==> config.mk <==
export PLATFORM = sky130hd
export DESIGN_NAME = round_robin_thread_scheduler
export DESIGN_NICKNAME = d
export VERILOG_FILES = /design/src/design/rrts_pkg.sv /design/src/design/rrts_front.sv /design/src/design/rrts_queue.sv /design/src/design/rrts_exec.sv /design/src/design/round_robin_thread_scheduler.sv
export SDC_FILE = /design/constraint.sdc
export NUM_CORES = 1
export LEC_CHECK = 0
export BUFFER_PORTS_ARGS = -buffer_cell sky130_fd_sc_hd__buf_2
export CELL_PAD_IN_SITES_DETAIL_PLACEMENT = 2
export CELL_PAD_IN_SITES_GLOBAL_PLACEMENT = 2
export CORE_UTILIZATION = 43
export DETAILED_ROUTE_END_ITERATION = 8
export GPL_TIMING_DRIVEN = 0
export PLACE_DENSITY = 0.92
export SYNTH_ARGS = -nofsm -noshare
export SYNTH_HDL_FRONTEND = slang
export SYNTH_SLANG_ARGS = --single-unit
==> constraint.sdc <==
create_clock -name aclk -period 12.4 [get_ports aclk]
set_input_delay 1.24 -clock aclk [delete_from_list [all_inputs] [get_ports aclk]]
set_output_delay 1.24 -clock aclk [all_outputs]
set_load 0.01 [all_outputs]
==> src/design/rrts_pkg.sv <==
// rrts_pkg: shared constants, command and kind codes, and the queued item type
// for the round-robin thread scheduler. No dependencies.
`timescale 1ns / 1ps
`default_nettype none
package rrts_pkg;

    localparam int THREAD_SLOTS = 8;
    localparam int TID_W        = $clog2(THREAD_SLOTS);
    localparam int ID_OUT_W     = 3;
    localparam int WAIT_W       = (TID_W > ID_OUT_W) ? TID_W : ID_OUT_W;

    localparam int QUEUE_DEPTH  = 2;
    localparam int QPTR_W       = $clog2(QUEUE_DEPTH);
    localparam int QCNT_W       = $clog2(QUEUE_DEPTH + 1);

    localparam int CMD_W        = 3;
    localparam int CYC_W        = 8;
    localparam int QUANT_W      = 16;
    localparam int HOLD_W       = 4;
    localparam int USED_W       = 32;
    localparam int TOTAL_W      = 48;

    // command codes on the input channel
    localparam logic [CMD_W-1:0] CMD_INSTR  = 3'd0;
    localparam logic [CMD_W-1:0] CMD_CALL   = 3'd1;
    localparam logic [CMD_W-1:0] CMD_EXIT   = 3'd2;
    localparam logic [CMD_W-1:0] CMD_JOIN   = 3'd3;
    localparam logic [CMD_W-1:0] CMD_YIELD  = 3'd4;
    localparam logic [CMD_W-1:0] CMD_CREATE = 3'd5;

    // classified item kinds
    localparam logic [2:0] KIND_PLAIN  = 3'd0;
    localparam logic [2:0] KIND_EXIT   = 3'd1;
    localparam logic [2:0] KIND_JOIN   = 3'd2;
    localparam logic [2:0] KIND_YIELD  = 3'd3;
    localparam logic [2:0] KIND_CREATE = 3'd4;

    // fixed costs of thread calls
    localparam logic [CYC_W-1:0] COST_EXIT   = 8'd50;
    localparam logic [CYC_W-1:0] COST_JOIN   = 8'd40;
    localparam logic [CYC_W-1:0] COST_YIELD  = 8'd40;
    localparam logic [CYC_W-1:0] COST_CREATE = 8'd80;

    // slot run states
    localparam logic [1:0] RS_READY   = 2'd0;
    localparam logic [1:0] RS_BLOCKED = 2'd1;
    localparam logic [1:0] RS_RUNNING = 2'd2;

    // configuration register indexes
    localparam int CFG_IDX_W = 1;
    localparam logic [CFG_IDX_W-1:0] REG_QUANTUM = 1'd0;
    localparam logic [CFG_IDX_W-1:0] REG_HOLDOFF = 1'd1;

    localparam logic [QUANT_W-1:0] QUANTUM_RESET = 16'd100;
    localparam logic [HOLD_W-1:0]  HOLDOFF_RESET = 4'd6;

    typedef struct packed {
        logic [2:0]        kind;
        logic [CYC_W-1:0]  cost;
        logic              is_call;
        logic [CMD_W-1:0]  target;
        logic              halted;
    } item_t;

endpackage
`default_nettype wire

==> src/design/rrts_front.sv <==
// rrts_front: accepts input transactions and classifies each command into a
// kind, a base cost and a call flag. Depends on rrts_pkg.
`timescale 1ns / 1ps
`default_nettype none
module rrts_front (
    input  wire logic                        aclk,
    input  wire logic                        aresetn,
    input  wire logic                        s_valid,
    output logic                             s_ready,
    input  wire logic [rrts_pkg::CMD_W-1:0]  s_cmd,
    input  wire logic [rrts_pkg::CYC_W-1:0]  s_cycles,
    input  wire logic [rrts_pkg::CMD_W-1:0]  s_join_target,
    input  wire logic                        s_halted,
    input  wire logic                        q_full,
    output logic                             push,
    output rrts_pkg::item_t                  push_item
);

    logic accepted_reg;
    logic accepted_next;

    assign s_ready = !q_full;
    assign push    = s_valid && s_ready;

    always_comb begin
        push_item.target  = s_join_target;
        push_item.halted  = s_halted;
        push_item.is_call = 1'b1;
        push_item.cost    = s_cycles;
        push_item.kind    = rrts_pkg::KIND_PLAIN;
        unique case (s_cmd)
            rrts_pkg::CMD_INSTR: begin
                push_item.is_call = 1'b0;
            end
            rrts_pkg::CMD_CALL: begin
                push_item.kind = rrts_pkg::KIND_PLAIN;
            end
            rrts_pkg::CMD_EXIT: begin
                push_item.kind = rrts_pkg::KIND_EXIT;
                push_item.cost = rrts_pkg::COST_EXIT;
            end
            rrts_pkg::CMD_JOIN: begin
                push_item.kind = rrts_pkg::KIND_JOIN;
                push_item.cost = rrts_pkg::COST_JOIN;
            end
            rrts_pkg::CMD_YIELD: begin
                push_item.kind = rrts_pkg::KIND_YIELD;
                push_item.cost = rrts_pkg::COST_YIELD;
            end
            rrts_pkg::CMD_CREATE: begin
                push_item.kind = rrts_pkg::KIND_CREATE;
                push_item.cost = rrts_pkg::COST_CREATE;
            end
            default: begin
                // unused codes behave as plain instructions
                push_item.is_call = 1'b0;
            end
        endcase
    end

    // tracks whether the previous cycle took a transaction
    assign accepted_next = push;

    always_ff @(posedge aclk) begin
        if (!aresetn) begin
            accepted_reg <= 1'b0;
        end else begin
            accepted_reg <= accepted_next;
        end
    end

    assert property (@(posedge aclk) disable iff (!aresetn)
        accepted_reg |-> $past(s_valid) && !$past(q_full))
        else $error("front took a transaction while the queue was full");

    assert property (@(posedge aclk) disable iff (!aresetn)
        push && (s_cmd == rrts_pkg::CMD_INSTR) |-> !push_item.is_call)
        else $error("plain instruction classified as a call");

    assert property (@(posedge aclk) disable iff (!aresetn)
        push && (push_item.kind == rrts_pkg::KIND_CREATE) |-> push_item.is_call)
        else $error("create not classified as a call");

endmodule
`default_nettype wire

==> src/design/rrts_queue.sv <==
// rrts_queue: short first-in first-out queue of classified items between the
// front and the back end. Depends on rrts_pkg.
`timescale 1ns / 1ps
`default_nettype none
module rrts_queue (
    input  wire logic       aclk,
    input  wire logic       aresetn,
    input  wire logic       push,
    input  rrts_pkg::item_t push_item,
    output logic            full,
    input  wire logic       pop,
    output logic            q_valid,
    output rrts_pkg::item_t q_item
);

    rrts_pkg::item_t                  entry_reg [rrts_pkg::QUEUE_DEPTH];
    logic [rrts_pkg::QPTR_W-1:0]      wr_ptr_reg, wr_ptr_next;
    logic [rrts_pkg::QPTR_W-1:0]      rd_ptr_reg, rd_ptr_next;
    logic [rrts_pkg::QCNT_W-1:0]      count_reg, count_next;
    logic                             do_push, do_pop;

    localparam logic [rrts_pkg::QPTR_W-1:0] LAST_PTR =
        rrts_pkg::QPTR_W'(rrts_pkg::QUEUE_DEPTH - 1);
    localparam logic [rrts_pkg::QCNT_W-1:0] FULL_CNT =
        rrts_pkg::QCNT_W'(rrts_pkg::QUEUE_DEPTH);

    assign full    = (count_reg == FULL_CNT);
    assign q_valid = (count_reg != '0);
    assign q_item  = entry_reg[rd_ptr_reg];
    assign do_push = push && !full;
    assign do_pop  = pop && q_valid;

    always_comb begin
        wr_ptr_next = wr_ptr_reg;
        rd_ptr_next = rd_ptr_reg;
        count_next  = count_reg;
        if (do_push) begin
            wr_ptr_next = (wr_ptr_reg == LAST_PTR) ? '0 : wr_ptr_reg + 1'b1;
        end
        if (do_pop) begin
            rd_ptr_next = (rd_ptr_reg == LAST_PTR) ? '0 : rd_ptr_reg + 1'b1;
        end
        if (do_push && !do_pop) begin
            count_next = count_reg + 1'b1;
        end else if (do_pop && !do_push) begin
            count_next = count_reg - 1'b1;
        end
    end

    always_ff @(posedge aclk) begin
        if (do_push) begin
            entry_reg[wr_ptr_reg] <= push_item;
        end
    end

    always_ff @(posedge aclk) begin
        if (!aresetn) begin
            wr_ptr_reg <= '0;
            rd_ptr_reg <= '0;
            count_reg  <= '0;
        end else begin
            wr_ptr_reg <= wr_ptr_next;
            rd_ptr_reg <= rd_ptr_next;
            count_reg  <= count_next;
        end
    end

    assert property (@(posedge aclk) disable iff (!aresetn)
        count_reg <= FULL_CNT)
        else $error("queue count beyond depth");

    assert property (@(posedge aclk) disable iff (!aresetn)
        do_push && !do_pop |=> count_reg == $past(count_reg) + 1'b1)
        else $error("queue count did not follow a push");

    assert property (@(posedge aclk) disable iff (!aresetn)
        (count_reg == '0) |-> (rd_ptr_reg == wr_ptr_reg))
        else $error("empty queue with pointers apart");

endmodule
`default_nettype wire

==> src/design/rrts_exec.sv <==
// rrts_exec: back end holding the thread table, counters and configuration;
// charges each item, then decides on a switch and loads the result register.
// Depends on rrts_pkg.
`timescale 1ns / 1ps
`default_nettype none
module rrts_exec (
    input  wire logic                                 aclk,
    input  wire logic                                 aresetn,
    input  wire logic                                 cfg_valid,
    input  wire logic [rrts_pkg::CFG_IDX_W-1:0]       cfg_addr,
    input  wire logic [rrts_pkg::QUANT_W-1:0]         cfg_wdata,
    input  wire logic                                 q_valid,
    input  rrts_pkg::item_t                           q_item,
    output logic                                      pop,
    output logic                                      m_valid,
    input  wire logic                                 m_ready,
    output logic                                      m_switched,
    output logic [rrts_pkg::ID_OUT_W-1:0]             m_from_thread,
    output logic [rrts_pkg::ID_OUT_W-1:0]             m_to_thread,
    output logic                                      m_create_ok,
    output logic [rrts_pkg::ID_OUT_W-1:0]             m_created_id,
    output logic [rrts_pkg::USED_W-1:0]               m_thread_used_cycles,
    output logic [rrts_pkg::TOTAL_W-1:0]              m_total_cycles,
    output logic                                      m_finished
);

    localparam int N     = rrts_pkg::THREAD_SLOTS;
    localparam int TW    = rrts_pkg::TID_W;
    localparam int OW    = rrts_pkg::ID_OUT_W;
    localparam int WW    = rrts_pkg::WAIT_W;
    localparam int QW    = rrts_pkg::QUANT_W;
    localparam int HW    = rrts_pkg::HOLD_W;
    localparam int UW    = rrts_pkg::USED_W;
    localparam int XW    = rrts_pkg::TOTAL_W;
    localparam int CW    = rrts_pkg::CYC_W;

    localparam logic S_EXEC  = 1'b0;
    localparam logic S_SCHED = 1'b1;

    logic                state_reg, state_next;

    logic [QW-1:0]       quantum_cycles_reg;
    logic [HW-1:0]       call_holdoff_reg;

    logic [N-1:0]        alive_reg, alive_next;
    logic [1:0]          rs_reg [N];
    logic [1:0]          rs_next [N];
    logic [WW-1:0]       wait_reg [N];
    logic [WW-1:0]       wait_next [N];
    logic [UW-1:0]       used_reg [N];
    logic [UW-1:0]       used_next [N];
    logic [TW-1:0]       run_reg, run_next;
    logic [QW-1:0]       quant_reg, quant_next;
    logic [HW-1:0]       hold_reg, hold_next;
    logic                yield_reg, yield_next;
    logic [XW-1:0]       total_reg, total_next;

    // item details carried from the charge step to the schedule step
    logic                halted_reg, halted_next;
    logic                create_ok_reg, create_ok_next;
    logic [TW-1:0]       created_reg, created_next;
    logic [UW-1:0]       used_out_reg, used_out_next;

    logic                m_valid_reg, m_valid_next;
    logic                m_switched_reg, m_switched_next;
    logic [OW-1:0]       m_from_reg, m_from_next;
    logic [OW-1:0]       m_to_reg, m_to_next;
    logic                m_create_ok_reg, m_create_ok_next;
    logic [OW-1:0]       m_created_reg, m_created_next;
    logic [UW-1:0]       m_used_reg, m_used_next;
    logic [XW-1:0]       m_total_reg, m_total_next;
    logic                m_finished_reg, m_finished_next;

    logic                free_found;
    logic [TW-1:0]       free_slot;
    logic [CW-1:0]       cost_eff;
    logic [UW:0]         used_sum;
    logic [UW-1:0]       used_sat;
    logic [QW:0]         quant_sum;
    logic [QW-1:0]       quant_sat;
    logic [HW-1:0]       hold_dec;

    logic [N-1:0]        rdy_vec, rdy_hi, rdy_lo, running_vec;
    logic                hi_found, lo_found;
    logic [TW-1:0]       hi_slot, lo_slot, pick;
    logic                due, sw;

    // lowest dead slot other than the running one
    always_comb begin
        free_found = 1'b0;
        free_slot  = '0;
        for (int s = N - 1; s >= 0; s--) begin
            if (TW'(s) != run_reg && !alive_reg[s]) begin
                free_found = 1'b1;
                free_slot  = TW'(s);
            end
        end
    end

    // round-robin search: first ready slot above the running one, else below
    always_comb begin
        hi_found = 1'b0;
        lo_found = 1'b0;
        hi_slot  = '0;
        lo_slot  = '0;
        for (int s = 0; s < N; s++) begin
            rdy_vec[s]     = alive_reg[s] && (rs_reg[s] == rrts_pkg::RS_READY);
            running_vec[s] = (rs_reg[s] == rrts_pkg::RS_RUNNING);
            rdy_hi[s]      = rdy_vec[s] && (TW'(s) > run_reg);
            rdy_lo[s]      = rdy_vec[s] && (TW'(s) < run_reg);
        end
        for (int s = N - 1; s >= 0; s--) begin
            if (rdy_hi[s]) begin
                hi_found = 1'b1;
                hi_slot  = TW'(s);
            end
            if (rdy_lo[s]) begin
                lo_found = 1'b1;
                lo_slot  = TW'(s);
            end
        end
        pick = hi_found ? hi_slot : (lo_found ? lo_slot : run_reg);
    end

    always_comb begin
        hold_dec  = (hold_reg == '0) ? '0 : hold_reg - 1'b1;
        cost_eff  = (q_item.kind == rrts_pkg::KIND_CREATE && !free_found) ? '0 : q_item.cost;
        used_sum  = {1'b0, used_reg[run_reg]} + (UW + 1)'(cost_eff);
        used_sat  = used_sum[UW] ? '1 : used_sum[UW-1:0];
        quant_sum = {1'b0, quant_reg} + (QW + 1)'(cost_eff);
        quant_sat = quant_sum[QW] ? '1 : quant_sum[QW-1:0];
        due = (hold_reg == '0) && !halted_reg &&
              (yield_reg || (quant_reg >= quantum_cycles_reg) ||
               (rs_reg[run_reg] == rrts_pkg::RS_BLOCKED));
        sw  = due && (pick != run_reg);
    end

    always_comb begin
        state_next       = state_reg;
        alive_next       = alive_reg;
        rs_next          = rs_reg;
        wait_next        = wait_reg;
        used_next        = used_reg;
        run_next         = run_reg;
        quant_next       = quant_reg;
        hold_next        = hold_reg;
        yield_next       = yield_reg;
        total_next       = total_reg;
        halted_next      = halted_reg;
        create_ok_next   = create_ok_reg;
        created_next     = created_reg;
        used_out_next    = used_out_reg;
        m_valid_next     = m_valid_reg && !m_ready;
        m_switched_next  = m_switched_reg;
        m_from_next      = m_from_reg;
        m_to_next        = m_to_reg;
        m_create_ok_next = m_create_ok_reg;
        m_created_next   = m_created_reg;
        m_used_next      = m_used_reg;
        m_total_next     = m_total_reg;
        m_finished_next  = m_finished_reg;
        pop              = 1'b0;

        unique case (state_reg)
            S_EXEC: begin
                if (q_valid) begin
                    pop                = 1'b1;
                    state_next         = S_SCHED;
                    hold_next          = q_item.is_call ? call_holdoff_reg : hold_dec;
                    used_next[run_reg] = used_sat;
                    used_out_next      = used_sat;
                    quant_next         = quant_sat;
                    total_next         = total_reg + XW'(cost_eff);
                    halted_next        = q_item.halted;
                    create_ok_next     = 1'b0;
                    created_next       = '0;
                    unique case (q_item.kind)
                        rrts_pkg::KIND_EXIT: begin
                            alive_next[run_reg] = 1'b0;
                            // wake everyone joined on the exiting thread
                            for (int s = 0; s < N; s++) begin
                                if (TW'(s) != run_reg &&
                                    rs_reg[s] == rrts_pkg::RS_BLOCKED &&
                                    wait_reg[s] == WW'(run_reg)) begin
                                    rs_next[s] = rrts_pkg::RS_READY;
                                end
                            end
                        end
                        rrts_pkg::KIND_JOIN: begin
                            rs_next[run_reg]   = rrts_pkg::RS_BLOCKED;
                            wait_next[run_reg] = WW'(q_item.target);
                        end
                        rrts_pkg::KIND_YIELD: begin
                            yield_next = 1'b1;
                        end
                        rrts_pkg::KIND_CREATE: begin
                            if (free_found) begin
                                alive_next[free_slot] = 1'b1;
                                rs_next[free_slot]    = rrts_pkg::RS_READY;
                                used_next[free_slot]  = '0;
                                create_ok_next        = 1'b1;
                                created_next          = free_slot;
                            end
                        end
                        default: begin
                        end
                    endcase
                end
            end
            S_SCHED: begin
                if (!m_valid_reg || m_ready) begin
                    state_next = S_EXEC;
                    if (due) begin
                        quant_next = '0;
                        yield_next = 1'b0;
                    end
                    if (sw) begin
                        if (rs_reg[run_reg] != rrts_pkg::RS_BLOCKED) begin
                            rs_next[run_reg] = rrts_pkg::RS_READY;
                        end
                        rs_next[pick] = rrts_pkg::RS_RUNNING;
                        run_next      = pick;
                    end
                    m_valid_next     = 1'b1;
                    m_switched_next  = sw;
                    m_from_next      = OW'(run_reg);
                    m_to_next        = OW'(sw ? pick : run_reg);
                    m_create_ok_next = create_ok_reg;
                    m_created_next   = OW'(created_reg);
                    m_used_next      = used_out_reg;
                    m_total_next     = total_reg;
                    m_finished_next  = halted_reg && !sw;
                end
            end
            default: begin
                state_next = S_EXEC;
            end
        endcase
    end

    always_ff @(posedge aclk) begin
        if (!aresetn) begin
            state_reg          <= S_EXEC;
            quantum_cycles_reg <= rrts_pkg::QUANTUM_RESET;
            call_holdoff_reg   <= rrts_pkg::HOLDOFF_RESET;
            alive_reg          <= N'(1);
            for (int s = 0; s < N; s++) begin
                rs_reg[s]   <= (s == 0) ? rrts_pkg::RS_RUNNING : rrts_pkg::RS_READY;
                wait_reg[s] <= '0;
                used_reg[s] <= '0;
            end
            run_reg     <= '0;
            quant_reg   <= '0;
            hold_reg    <= '0;
            yield_reg   <= 1'b0;
            total_reg   <= '0;
            m_valid_reg <= 1'b0;
        end else begin
            state_reg   <= state_next;
            alive_reg   <= alive_next;
            rs_reg      <= rs_next;
            wait_reg    <= wait_next;
            used_reg    <= used_next;
            run_reg     <= run_next;
            quant_reg   <= quant_next;
            hold_reg    <= hold_next;
            yield_reg   <= yield_next;
            total_reg   <= total_next;
            m_valid_reg <= m_valid_next;
            if (cfg_valid) begin
                case (cfg_addr)
                    rrts_pkg::REG_QUANTUM: quantum_cycles_reg <= cfg_wdata;
                    rrts_pkg::REG_HOLDOFF: call_holdoff_reg   <= cfg_wdata[HW-1:0];
                    default: begin
                    end
                endcase
            end
        end
    end

    always_ff @(posedge aclk) begin
        halted_reg      <= halted_next;
        create_ok_reg   <= create_ok_next;
        created_reg     <= created_next;
        used_out_reg    <= used_out_next;
        m_switched_reg  <= m_switched_next;
        m_from_reg      <= m_from_next;
        m_to_reg        <= m_to_next;
        m_create_ok_reg <= m_create_ok_next;
        m_created_reg   <= m_created_next;
        m_used_reg      <= m_used_next;
        m_total_reg     <= m_total_next;
        m_finished_reg  <= m_finished_next;
    end

    assign m_valid              = m_valid_reg;
    assign m_switched           = m_switched_reg;
    assign m_from_thread        = m_from_reg;
    assign m_to_thread          = m_to_reg;
    assign m_create_ok          = m_create_ok_reg;
    assign m_created_id         = m_created_reg;
    assign m_thread_used_cycles = m_used_reg;
    assign m_total_cycles       = m_total_reg;
    assign m_finished           = m_finished_reg;

    assert property (@(posedge aclk) disable iff (!aresetn)
        rs_reg[run_reg] != rrts_pkg::RS_READY)
        else $error("running thread marked ready");

    assert property (@(posedge aclk) disable iff (!aresetn)
        $countones(running_vec) <= 1)
        else $error("more than one slot marked running");

    assert property (@(posedge aclk) disable iff (!aresetn)
        m_valid_reg && m_switched_reg |-> m_from_reg != m_to_reg)
        else $error("switch reported to the same thread");

    assert property (@(posedge aclk) disable iff (!aresetn)
        pop |=> state_reg == S_SCHED)
        else $error("item taken without a schedule step");

endmodule
`default_nettype wire

==> src/design/round_robin_thread_scheduler.sv <==
// round_robin_thread_scheduler: top level joining the classifying front, the
// item queue and the scheduling back end. Depends on rrts_pkg and those modules.
`timescale 1ns / 1ps
`default_nettype none
// Each accepted transaction is one retired instruction or thread call and gives
// exactly one result. The back end charges an item's cost and updates the
// thread table in S_EXEC, then runs the round-robin search and loads the result
// register in S_SCHED, which waits while an earlier result is not yet taken on
// m_ready; it takes no new item until the result of the last one is loaded.
// A two-entry queue lets the input keep taking transactions while a result
// waits on m_ready. The configuration port is always ready and must only be
// written while no item is in flight.
module round_robin_thread_scheduler (
    input  wire logic                              aclk,
    input  wire logic                              aresetn,
    input  wire logic                              cfg_valid,
    output logic                                   cfg_ready,
    input  wire logic [rrts_pkg::CFG_IDX_W-1:0]    cfg_addr,
    input  wire logic [rrts_pkg::QUANT_W-1:0]      cfg_wdata,
    input  wire logic                              s_valid,
    output logic                                   s_ready,
    input  wire logic [rrts_pkg::CMD_W-1:0]        s_cmd,
    input  wire logic [rrts_pkg::CYC_W-1:0]        s_cycles,
    input  wire logic [rrts_pkg::CMD_W-1:0]        s_join_target,
    input  wire logic                              s_halted,
    output logic                                   m_valid,
    input  wire logic                              m_ready,
    output logic                                   m_switched,
    output logic [rrts_pkg::ID_OUT_W-1:0]          m_from_thread,
    output logic [rrts_pkg::ID_OUT_W-1:0]          m_to_thread,
    output logic                                   m_create_ok,
    output logic [rrts_pkg::ID_OUT_W-1:0]          m_created_id,
    output logic [rrts_pkg::USED_W-1:0]            m_thread_used_cycles,
    output logic [rrts_pkg::TOTAL_W-1:0]           m_total_cycles,
    output logic                                   m_finished
);

    logic            push, q_full, q_valid, pop;
    rrts_pkg::item_t push_item, q_item;

    assign cfg_ready = 1'b1;

    rrts_front u_front (
        .aclk          (aclk),
        .aresetn       (aresetn),
        .s_valid       (s_valid),
        .s_ready       (s_ready),
        .s_cmd         (s_cmd),
        .s_cycles      (s_cycles),
        .s_join_target (s_join_target),
        .s_halted      (s_halted),
        .q_full        (q_full),
        .push          (push),
        .push_item     (push_item)
    );

    rrts_queue u_queue (
        .aclk      (aclk),
        .aresetn   (aresetn),
        .push      (push),
        .push_item (push_item),
        .full      (q_full),
        .pop       (pop),
        .q_valid   (q_valid),
        .q_item    (q_item)
    );

    rrts_exec u_exec (
        .aclk                 (aclk),
        .aresetn              (aresetn),
        .cfg_valid            (cfg_valid),
        .cfg_addr             (cfg_addr),
        .cfg_wdata            (cfg_wdata),
        .q_valid              (q_valid),
        .q_item               (q_item),
        .pop                  (pop),
        .m_valid              (m_valid),
        .m_ready              (m_ready),
        .m_switched           (m_switched),
        .m_from_thread        (m_from_thread),
        .m_to_thread          (m_to_thread),
        .m_create_ok          (m_create_ok),
        .m_created_id         (m_created_id),
        .m_thread_used_cycles (m_thread_used_cycles),
        .m_total_cycles       (m_total_cycles),
        .m_finished           (m_finished)
    );

endmodule
`default_nettype wire

### Yosys cells after proc, flatten, opt, wreduce, memory -nomap -nowiden

Memories as Yosys holds them, arrays and structs flattened. A register that Yosys moved wholly into a read port is not among the register bits.
Index checks and enable logic that the tools add are counted.

* bits in registers: 531
* memories: 1
* word-level logic and storage cells: 401
* memory bits (writable): 32
* output and inout port bits: 95

* eq/ne operators: 52
* mux-type cells: 129
* bitwise gates (word level): 20
* reduce and logical (&&, ||, !) cells: 115
* magnitude comparators: 27
* add/sub/neg operators: 8

Memories
* u_queue.entry_reg: words 2, bits a word 16, read ports 1, clocked after Yosys merged registers in 1, wr ports 1, line rrts_queue.sv:16 `rrts_pkg::item_t entry_reg [rrts_pkg::QUEUE_DEPTH];`

Operators by type and width (count)
* 256-bit two-way mux: 2
* 256-bit bitwise AND: 1
* 256-bit bitwise mux: 1
* 256-bit inverter: 1
* 32-bit demux with 3-bit select: 2
* 16-bit two-way mux: 12
* 32-bit two-way mux: 5
* 32-bit binary-select mux with 3-bit select: 1
* 3-bit two-way mux: 28
* 1-bit logical AND: 64
* 16-bit one-hot mux with 2 select lines: 2
* 48-bit by 8-bit adder with 48-bit output: 1
* 16-bit one-hot mux with 3 select lines: 1
* 6-bit AND reduction: 8
* 1-bit two-way mux: 43
* 32-bit by 8-bit adder with 33-bit output: 1
* 16-bit bitwise AND: 2
* 16-bit inverter: 2
* 2-bit two-way mux: 15
* 3-bit by 2-bit inequality test with 1-bit output (second input constant): 9
* 8-bit bitwise AND: 3
* 24-bit bitwise mux: 1
* 3-bit == test: 8
* 8-bit inverter: 3
* other kinds (52): 135

### Logic depth before layout (Yosys ltp)

Gate-level depths: netlist of run 1.

* depth in word-level cells: 23
* gate-level depth with buffers: 23

### Hierarchy

From an unflattened synthesis of run 1, not the netlist that was laid out.

* cell total of the unflattened synthesis: 2568
* area, all modules: 25650.9 um2

By module, submodules not included
* rrts_exec: instances 1, area an instance 23969.2 um2, cells each 2450, sequential area each 11841.4 um2
* rrts_queue: instances 1, area an instance 1390.1 um2, cells each 75, sequential area each 1061.0 um2
* rrts_front: instances 1, area an instance 280.3 um2, cells each 41, sequential area each 0.0 um2
* round_robin_thread_scheduler: instances 1, area an instance 11.3 um2, cells each 2, sequential area each 0.0 um2

### Worst setup path before layout of run 1

Ideal clock, no wire load.

* kind: reg2reg
* from: register u_exec.run_reg[1]
* to: register u_exec.used_out_reg[13] (data pin)
* path buffers: 8
* stages on the path, launching flop included: 20
* slack: 7.711 ns
* arrival: 4.426 ns
* clock period less this slack: 4.689 ns
* cell sequence: dfxtp_1 > buf_6 > buf_12 > buf_6 > buf_6 > buf_6 > buf_4 > clkbuf_1 > buf_2 > mux2_2 > o22ai_1 > a221oi_1 > ha_1 > o211a_1 > o21ai_0 > a211oi_2 > nor4_2 > or4_1 > a21oi_2 > inv_1

* word-level cells in the longest chain between the ends: 15

RTL lines
* start, declared: line rrts_exec.sv:52 `logic [TW-1:0] run_reg, run_next;`
* start signal, assigned: line rrts_exec.sv:264 `run_reg <= run_next;`
* 3-bit inequality test: line rrts_exec.sv:93 `if (TW'(s) != run_reg && !alive_reg[s]) begin`
* 1-bit logical AND: line rrts_exec.sv:93
* 1-bit two-way mux (8 in series): line rrts_exec.sv:93
* 1-bit logical NOT: line rrts_exec.sv:127 `cost_eff = (q_item.kind == rrts_pkg::KIND_CREATE && !free_found) ? '0 : q_item.cost;`
* 1-bit logical AND: line rrts_exec.sv:127
* 8-bit two-way mux: line rrts_exec.sv:127
* 32-bit by 8-bit adder with 33-bit output *: line rrts_exec.sv:128 `used_sum = {1'b0, used_reg[run_reg]} + (UW + 1)'(cost_eff);`
* 32-bit two-way mux *: line rrts_exec.sv:129 `used_sat = used_sum[UW] ? '1 : used_sum[UW-1:0];`
* net u_exec.used_sat[13]: line rrts_exec.sv:78 `logic [UW-1:0] used_sat;`
* end signal, assigned: line rrts_exec.sv:285 `used_out_reg <= used_out_next;`
* end, declared: line rrts_exec.sv:62 `logic [UW-1:0] used_out_reg, used_out_next;`

Mark *: on every way through the listed nets, which the timed path passes. The rest lies on a longest branch. The select of a mux whose other input is x is not followed.
A chain may end at the register's enable or synchronous reset.

### Worst setup path in the final report of run 1

* from: register u_exec.run_reg[1]
* to: register u_exec.used_out_reg[14] (data pin)

Same word-level chain as after synthesis.

==> results of run 1 <==
[stage by stage]
step	power (uW)	worst slack [ps]
floorplan	3420	7710
global placement	4070	5340
detailed placement	4220	4980
CTS	6230	4810
global route	6470	4440
finish	6340	4250
[worst paths after layout]
| check | to | slack (ps) | depth (start not counted) |
|---|---|---|---|
| min reg2reg | u_exec.m_thread_used_cycles[15] | 420 | 0 |
| max | u_exec.used_out_reg[14] | 4250 | 20 |
| min | u_exec.m_thread_used_cycles[15] | 420 | 0 |
| max reg2reg | u_exec.used_out_reg[14] | 4250 | 20 |
[critical path: cells and delay by family (launching register included)]
kind	cells	cell delay, ps
flip-flops	1	610
AND/OR/NAND/NOR	5	1910
adder cells (fa/ha/maj)	1	320
XOR/XNOR	1	270
AO/OA/AOI/OAI	3	1550
buffers and inverters	10	3180
[layer usage]
layer  vias up  GRT usage (%)  routed length [um]
met3       730           11.0               10800
met4         0           32.2               11100
met5         -              0                   0
met2      1652           68.8               60300
li1      10115              -                   -
met1     12650           44.9               45400
[cells by family (layout without fill, tap and decap cells)]
family          after synthesis  count (layout)  share of synthesized area [%]
mux                         113             113                           5.85
other cells                   1               3                         0.0144
fa+ha+maj                    41              41                           1.96
xor+xnor                     58              58                           1.95
buf+inv                     229             475                           4.25
flops                       564             564                           49.7
compound gates              789             789                           20.5
simple gates                849             849                           15.8
[placed cells by master, fill, tap and decap left out, types with 66 or more instances in the layout]
cell,n
buf_2,147
nor2_1,173
edfxtp_1,161
mux2i_1,66
nand2_1,357
dfxtp_1,403
inv_1,75
a22o_1,84
o21ai_0,154
clkbuf_1,98
o21ai_1,111
a21oi_1,131
[layout make-up]
cell class | count | area, um2
multi-input combinational | 1851 | 12000
inverter | 80 | 303
tap | 773 | 967
clock inverter | 29 | 343
timing repair buffer | 132 | 714
clock buffer | 85 | 1690
sequential | 564 | 12900
fill | 6092 | 29600
buffer | 149 | 805
antenna | 2 | 5.00
[where the power goes]
| part | internal [uW] | switching, uW |
|---|---|---|
| combinational | 533 | 1520 |
| sequential | 2210 | 147 |
| clock | 1070 | 858 |
| total | 3810 | 2530 |
==> results.toml, run 1 <==
[cts]
postCtsResizedCells = 0
htreeDepth = 2
postCtsHoldBufs = 0
post_cts_buffers = 0
clock_latency_ps = 700
cts_max_path_buffers = 3
numCtsBuffers = 60
cts-root-buf = "clkbuf_16"
cts.sinks = 564
clk_pin_slew_worst_paths_ps = 70
cts_tree = "yes"

[placement]
dp_cells = 3547
dpl.hpwl_um = 81400
dpl_cell_area_mm2 = 0.0277
numPortBuffers = 128
gp_congestion = 0.948

[critical_path]
worstPathMaxFanout = 10
endpoint_kind = "flop"
crit_chain = "buf_6 -> buf_12 -> buf_6 -> buf_6 -> buf_6 -> buf_4 -> clkbuf_1 -> buf_2 -> nand2_1 -> o22ai_1 -> nor4_1 -> ha_1 -> buf_1 -> nand3_1 -> or2_2 -> a311oi_2 -> o21ai_0 -> xor2_1 -> nor2_2 -> inv_1"
crit_slowest_cell = "clkbuf_1"
reg2reg_from = "u_exec.run_reg[1]"
crit_arrival_ps = 8570
cpPeakStageDelay_ps = 760
worstPathRequired_ps = 12830
critical_path.startpoint_type = "flop"
cp_common_cell = "buf_6"
critPathLaunch = "u_exec.run_reg[1]"
critical_path_class = "flop to flop"

[route]
ant_nets = 0
vias = 25147
firstDrtPassIters = 5
remaining_drc_errors = 0
wl_per_cell_um = 34.8
via_per_inst = 6.86
drtIter0Drc = 2300
wirelength_um = 128000

[timing]
rsz0062_at_grt = "no"
tightest_slew_ps = 1580
min_period_ps = 8150
skew_ps = 86.8
hold_viol = 0
setup_tns_ps = 0
hold_slack_ps = 420
max_clock_freq_ghz = 0.123
relSlewSlack_pct = -5.68
timing.final.crit_share_pct = 65.7
finalMaxSlewViolations = 8
finalSetupViolations = 0

[run_status]
outcome = "finished, violations left"
violations = "max-capacitance violations, max-slew violations"

[layout]
drive_above_1_share_pct = 14.1
largest_reg_flops = 256
final_net_count = 2915
syn_to_final_growth_pct = 14.4
final_core_util_pct = 50.1
final_cell_area_mm2 = 0.0297
instances_no_fill = 3665

[synthesis]
seq_area_frac_synth_pct = 49.7
synth_area_mm2 = 0.0260
synthCells = 2644
avgSynthCellArea_um2 = 9.83
yosysWarnings = 0
synth_most_common_cell = "dfxtp_1"
synth_top_area_share_pct = 31.0
synthTopCellsByArea = "dfxtp_1 31%, edfxtp_1 19%, nand2_1 5.2%"
synth-edff-count = 161
synthArstFlopShare_pct = 0
synth_nets = 2721
ys_top_cells_by_count = "403 x dfxtp_1, 357 x nand2_1, 174 x nor2_1"
ys_ff_latch = 564
synth-main-ff-cell = "dfxtp_1"
yosysUniqueCellTypes = 121
synth_top_cell_by_area = "dfxtp_1"

[hold_path]
holdCritStartpoint = "u_exec.used_out_reg[15]"
hp-class = "flop to flop"

[die]
dieArea_mm2 = 0.0614
core_area_mm2 = 0.0594
start_util_pct = 43.8
fp.dieH_um = 248
rows = 89
die_w_um = 248
io_pins = 132

[global_route]
antenna_found_initial = 2
gr-total-overflow = 0
grt_pass1_wl_um = 187000
grt_use_total_pct = 41.4
grt_pass1_vias = 28071
grt_max_degree = 71

[power_and_ir_drop]
powerDensity_mw_per_mm2 = 213
p_leak_uw = 0.0108
ir_worst_vdd_v = 0.000137

[job]
maxCapViolCount = 1
No activity file was read; power rests on OpenSTA's default activity.
==> run 2: changes to the inputs <==
Settings changed: CORE_UTILIZATION 43 to 40, PLACE_DENSITY 0.92 to 0.87.
Clock period 12.4 ns to 8 ns, I/O delays scaled along.
==> results.toml, run 2 (synthesis gave the netlist of run 1 again) <==
[run_status]
outcome = "finished, violations left"
violations = "max-capacitance violations, max-slew violations"

[cts]
post_cts_buffers = 0
postCtsResizedCells = 0
cts-root-buf = "clkbuf_16"
htreeDepth = 3
clk_pin_slew_worst_paths_ps = 60
cts.sinks = 564
postCtsHoldBufs = 0
cts_tree = "yes"
clock_latency_ps = 620
cts_max_path_buffers = 3
numCtsBuffers = 66

[layout]
drive_above_1_share_pct = 14.1
syn_to_final_growth_pct = 15.2
instances_no_fill = 3750
largest_reg_flops = 256
final_net_count = 2919
insertedDiodeCount = 0
layout_common_cells = "403 x dfxtp_1, 357 x nand2_1, 174 x nor2_1"
final_common_cell = "dfxtp_1"
final_core_util_pct = 46.5

[critical_path]
crit_slowest_cell = "clkbuf_1"
worstPathRequired_ps = 8550
timing.rr.end = "u_exec.used_reg[132]"
regToRegSetupSlack_ps = 110
endpoint_kind = "flop"
worstPathMaxFanout = 10
r2r_cells = 20
cp_common_cell = "buf_6"
crit_arrival_ps = 8440
cpPeakStageDelay_ps = 860
critical_path_class = "flop to flop"
reg2reg_from = "u_exec.run_reg[1]"
critical_path.startpoint_type = "flop"
crit_chain = "buf_6 -> buf_12 -> buf_6 -> buf_6 -> buf_6 -> buf_4 -> clkbuf_1 -> buf_2 -> nand2_1 -> o22ai_1 -> nor4_1 -> ha_1 -> buf_1 -> nand2_1 -> a21oi_2 -> nand4_1 -> o31ai_1 -> nand3_1 -> nand2_1 -> a22o_1"

[hold_path]
hp-class = "input port to flop"
holdCritStartpoint = "s_join_target[0]"
worst_hold_path.endpoint = "u_queue.entry_reg[0][1]"
hold_path_depth = 1

[die]
dieArea_mm2 = 0.0660
fp.dieH_um = 257
die_w_um = 257
rows = 93
io_pins = 132
core_area_mm2 = 0.0643
start_util_pct = 40.4

[route]
met3_wirelength_um = 7320
wl_per_cell_um = 30.3
ant_nets = 0
vias = 23837
drtIter0Drc = 1862
met1Wirelength_um = 43400
highest_layer = "met5"
remaining_drc_errors = 0
firstDrtPassIters = 5
via_per_inst = 6.36
wirelength_um = 113000
wl_met2_um = 55200

[placement]
numPortBuffers = 128
preCtsSetupSlack_ps = 641
gp_congestion = 0.933
dpl.hpwl_um = 76800
dp_cells = 3629

[job]
maxCapViolCount = 1

[timing]
layout_setup_ws_ps = 107
rsz0062_at_grt = "no"
min_period_ps = 7890
relSlewSlack_pct = -2.50
timing.final.crit_share_pct = 98.7
tightest_slew_ps = 1490
finalMaxSlewViolations = 1
skew_ps = 26.2
finalSetupViolations = 0
max_clock_freq_ghz = 0.127
setup_tns_ps = 0
hold_viol = 0

[global_route]
gr-total-overflow = 0
grt_pass1_wl_um = 169000
antenna_found_initial = 2
grt_max_degree = 69
grt_use_total_pct = 33.9
grt_pass1_vias = 26103

[power_and_ir_drop]
powerDensity_mw_per_mm2 = 326
p_leak_uw = 0.0109
ir_worst_vdd_v = 0.000191
total_power_uw = 9750
[run 2: cell type report]
cell class / instances / area, um2
flip-flops and latches: 564 / 12900
well taps: 855 / 1070
inverters: 80 / 303
repair buffers: 130 / 676
multi-input cells: 1851 / 12000
plain buffers: 149 / 807
clock inverters: 37 / 410
clock buffers: 84 / 1780
fillers: 6786 / 34400
[run 2: worst max-delay path by stage]
stage / end / start / cells past startpoint / slack, ps
final: u_exec.used_reg[132] / u_exec.run_reg[1] / 20 / 110
after detailed placement: u_exec.used_out_reg[16] / u_exec.run_reg[1] / 20 / 640
after floorplan: u_exec.used_out_reg[13] / u_exec.run_reg[1] / 19 / 3310
after global placement: u_exec.used_out_reg[14] / u_exec.run_reg[1] / 20 / 820
after global routing: u_exec.used_reg[132] / u_exec.run_reg[1] / 21 / 160
after CTS: u_exec.used_reg[132] / u_exec.run_reg[1] / 20 / 460
[run 2: metrics by stage]
stage                     instance area [um2]  hold WS (ps)
after global placement                  27700           404
final                                   29900           376
after detailed placement                27700           406
after floorplan                         26000           400
after global routing                    29900           374
after CTS                               29900           358
[run 2: report_power, final]
part	total, uW	switching, uW	leakage [uW]	internal (uW)
logic	2990	2180	0.00501	810
clock network	3140	1320	0.00107	1820
registers	3620	198	0.00479	3420
total	9750	3700	0.0109	6050
[run 2: critical path: cells and delay by family, from the launching register on]
kind,cells,cell delay [ps]
flops,1,600
buf+inv,9,3040
compound gates,4,1410
fa+ha+maj,1,320
simple gates,6,2440
[run 2: routing by layer]
layer	vias to the layer above	track usage (%)
li1	10117	-
met1	12190	38.6
met2	1073	58.6
met3	453	5.86
met4	4	22.0
met5	-	0
==> run 3: changes to the inputs <==
Settings changed: CORE_MARGIN set to 10.
==> results.toml, run 3 (synthesis gave the netlist of run 1 again) <==
[timing]
hold_viol = 0
tightest_slew_ps = 1370
rsz0062_at_grt = "no"
timing.final.crit_share_pct = 98.6
relSlewSlack_pct = 5.72
max_clock_freq_ghz = 0.127
setup_tns_ps = 0
min_period_ps = 7890
finalSetupViolations = 0
finalMaxSlewViolations = 0
skew_ps = 36.5
hold_slack_ps = 358

[route]
vias = 23563
via_per_inst = 6.28
wl_per_cell_um = 30.6
remaining_drc_errors = 0
firstDrtPassIters = 6
wirelength_um = 115000
drtIter0Drc = 1860
ant_nets = 0

[job]
maxCapViolCount = 0

[die]
core_area_mm2 = 0.0643
start_util_pct = 40.4
die_w_um = 275
io_pins = 132
fp.dieH_um = 275
dieArea_mm2 = 0.0756
rows = 93

[run_status]
outcome = "completed"

[placement]
dpl.hpwl_um = 78700
numPortBuffers = 128
gp_congestion = 0.920

[cts]
postCtsHoldBufs = 0
postCtsResizedCells = 0
cts.sinks = 564
post_cts_buffers = 0
numCtsBuffers = 67
htreeDepth = 3
cts_max_path_buffers = 3
cts_tree = "yes"
cts-root-buf = "clkbuf_16"
clock_latency_ps = 640
clk_pin_slew_worst_paths_ps = 60

[critical_path]
worstPathMaxFanout = 11
endpoint_kind = "flop"
worstPathRequired_ps = 8550
crit_arrival_ps = 8440
critical_path.startpoint_type = "flop"
critical_path_class = "flop to flop"

[global_route]
grt_pass1_vias = 26069
met3_usage_pct = 4.69
grt_use_total_pct = 29.5
grt_max_degree = 70
grt_pass1_wl_um = 169000
top_usage_layer = "met2"
antenna_found_initial = 1
gr-usage-met2_pct = 51.3
grtUsageMet1_pct = 33.8
gr-total-overflow = 0

[layout]
final_net_count = 2920
layout_common_cells = "403 x dfxtp_1, 357 x nand2_1, 173 x nor2_1"
syn_to_final_growth_pct = 15.7
drive_above_1_share_pct = 14.2
final_common_cell = "dfxtp_1"
largest_reg_flops = 256
nFillCells = 6775

[hold_path]
hp-class = "input port to flop"

[power_and_ir_drop]
p_leak_uw = 0.0109
powerDensity_mw_per_mm2 = 328
ir_worst_vdd_v = 0.000167
[run 3: cell types whose count changed in the layout (fill, tap and decap cells not counted), moves of 2 or more]
cell       change
clkbuf_16      +4
clkbuf_1       -3
clkinv_1       +3
clkinv_2       -2
[run 3: final cells by class]
class | count | area (um2) | share of cell area [%]
clock buffer | 86 | 1880 | 6.27
sequential | 564 | 12900 | 42.9
tap | 855 | 1070 | 3.56
clock inverter | 38 | 409 | 1.36
buffer | 149 | 807 | 2.69
inverter | 80 | 303 | 1.01
antenna | 1 | 2.50 | 0.00833
multi-input combinational | 1851 | 12000 | 39.9
timing repair buffer | 130 | 683 | 2.27
[run 3: critical path: stages (launching register included)]
cell and delay [ps]:
dfxtp_1 650, buf_6 280, buf_12 190, buf_6 220
buf_6 220, buf_6 190, buf_4 250, clkbuf_1 820
buf_2 500, nand2_1 590, o22ai_1 310, nor3_1 100
ha_1 420, nand2_1 130, nand2b_1 210, nand2_1 240
a21oi_2 490, nand4_1 240, o31ai_1 240, nand3_1 610
nand2_1 600, a22o_1 240
[run 3: path summary, 6_finish.rpt]
kind	start	endpoint	slack, ps	cells after the start
worst max-delay path	u_exec.run_reg[1]	u_exec.used_reg[132]	110	21
worst min-delay path	s_join_target[2]	u_queue.entry_reg[1][3]	360	1
worst max register to register	u_exec.run_reg[1]	u_exec.used_reg[132]	110	21
worst min register to register	u_exec.used_out_reg[1]	u_exec.m_thread_used_cycles[1]	420	0
[run 3: per-stage QoR]
stage	total power (uW)	cells	util, %	instance area, um2	setup WS (ps)
floorplan	5300	2644	-	26000	3310
global placement	6340	3627	43.0	27700	822
detailed placement	6520	3628	43.1	27700	577
CTS	9790	3752	46.7	30000	542
global route	10200	3754	46.7	30100	214
finish	9840	3754	46.7	30100	115
[run 3: where the power goes]
group / internal [uW] / switching, uW
clock network: 1910 / 1340
logic: 809 / 2170
registers: 3420 / 196
[run 3: layer usage]
metal	up-vias	part of all wire, %
met1	12032	38
met5	-	0
li1	10118	-
met4	0	6.4
met2	999	49
met3	414	6.2
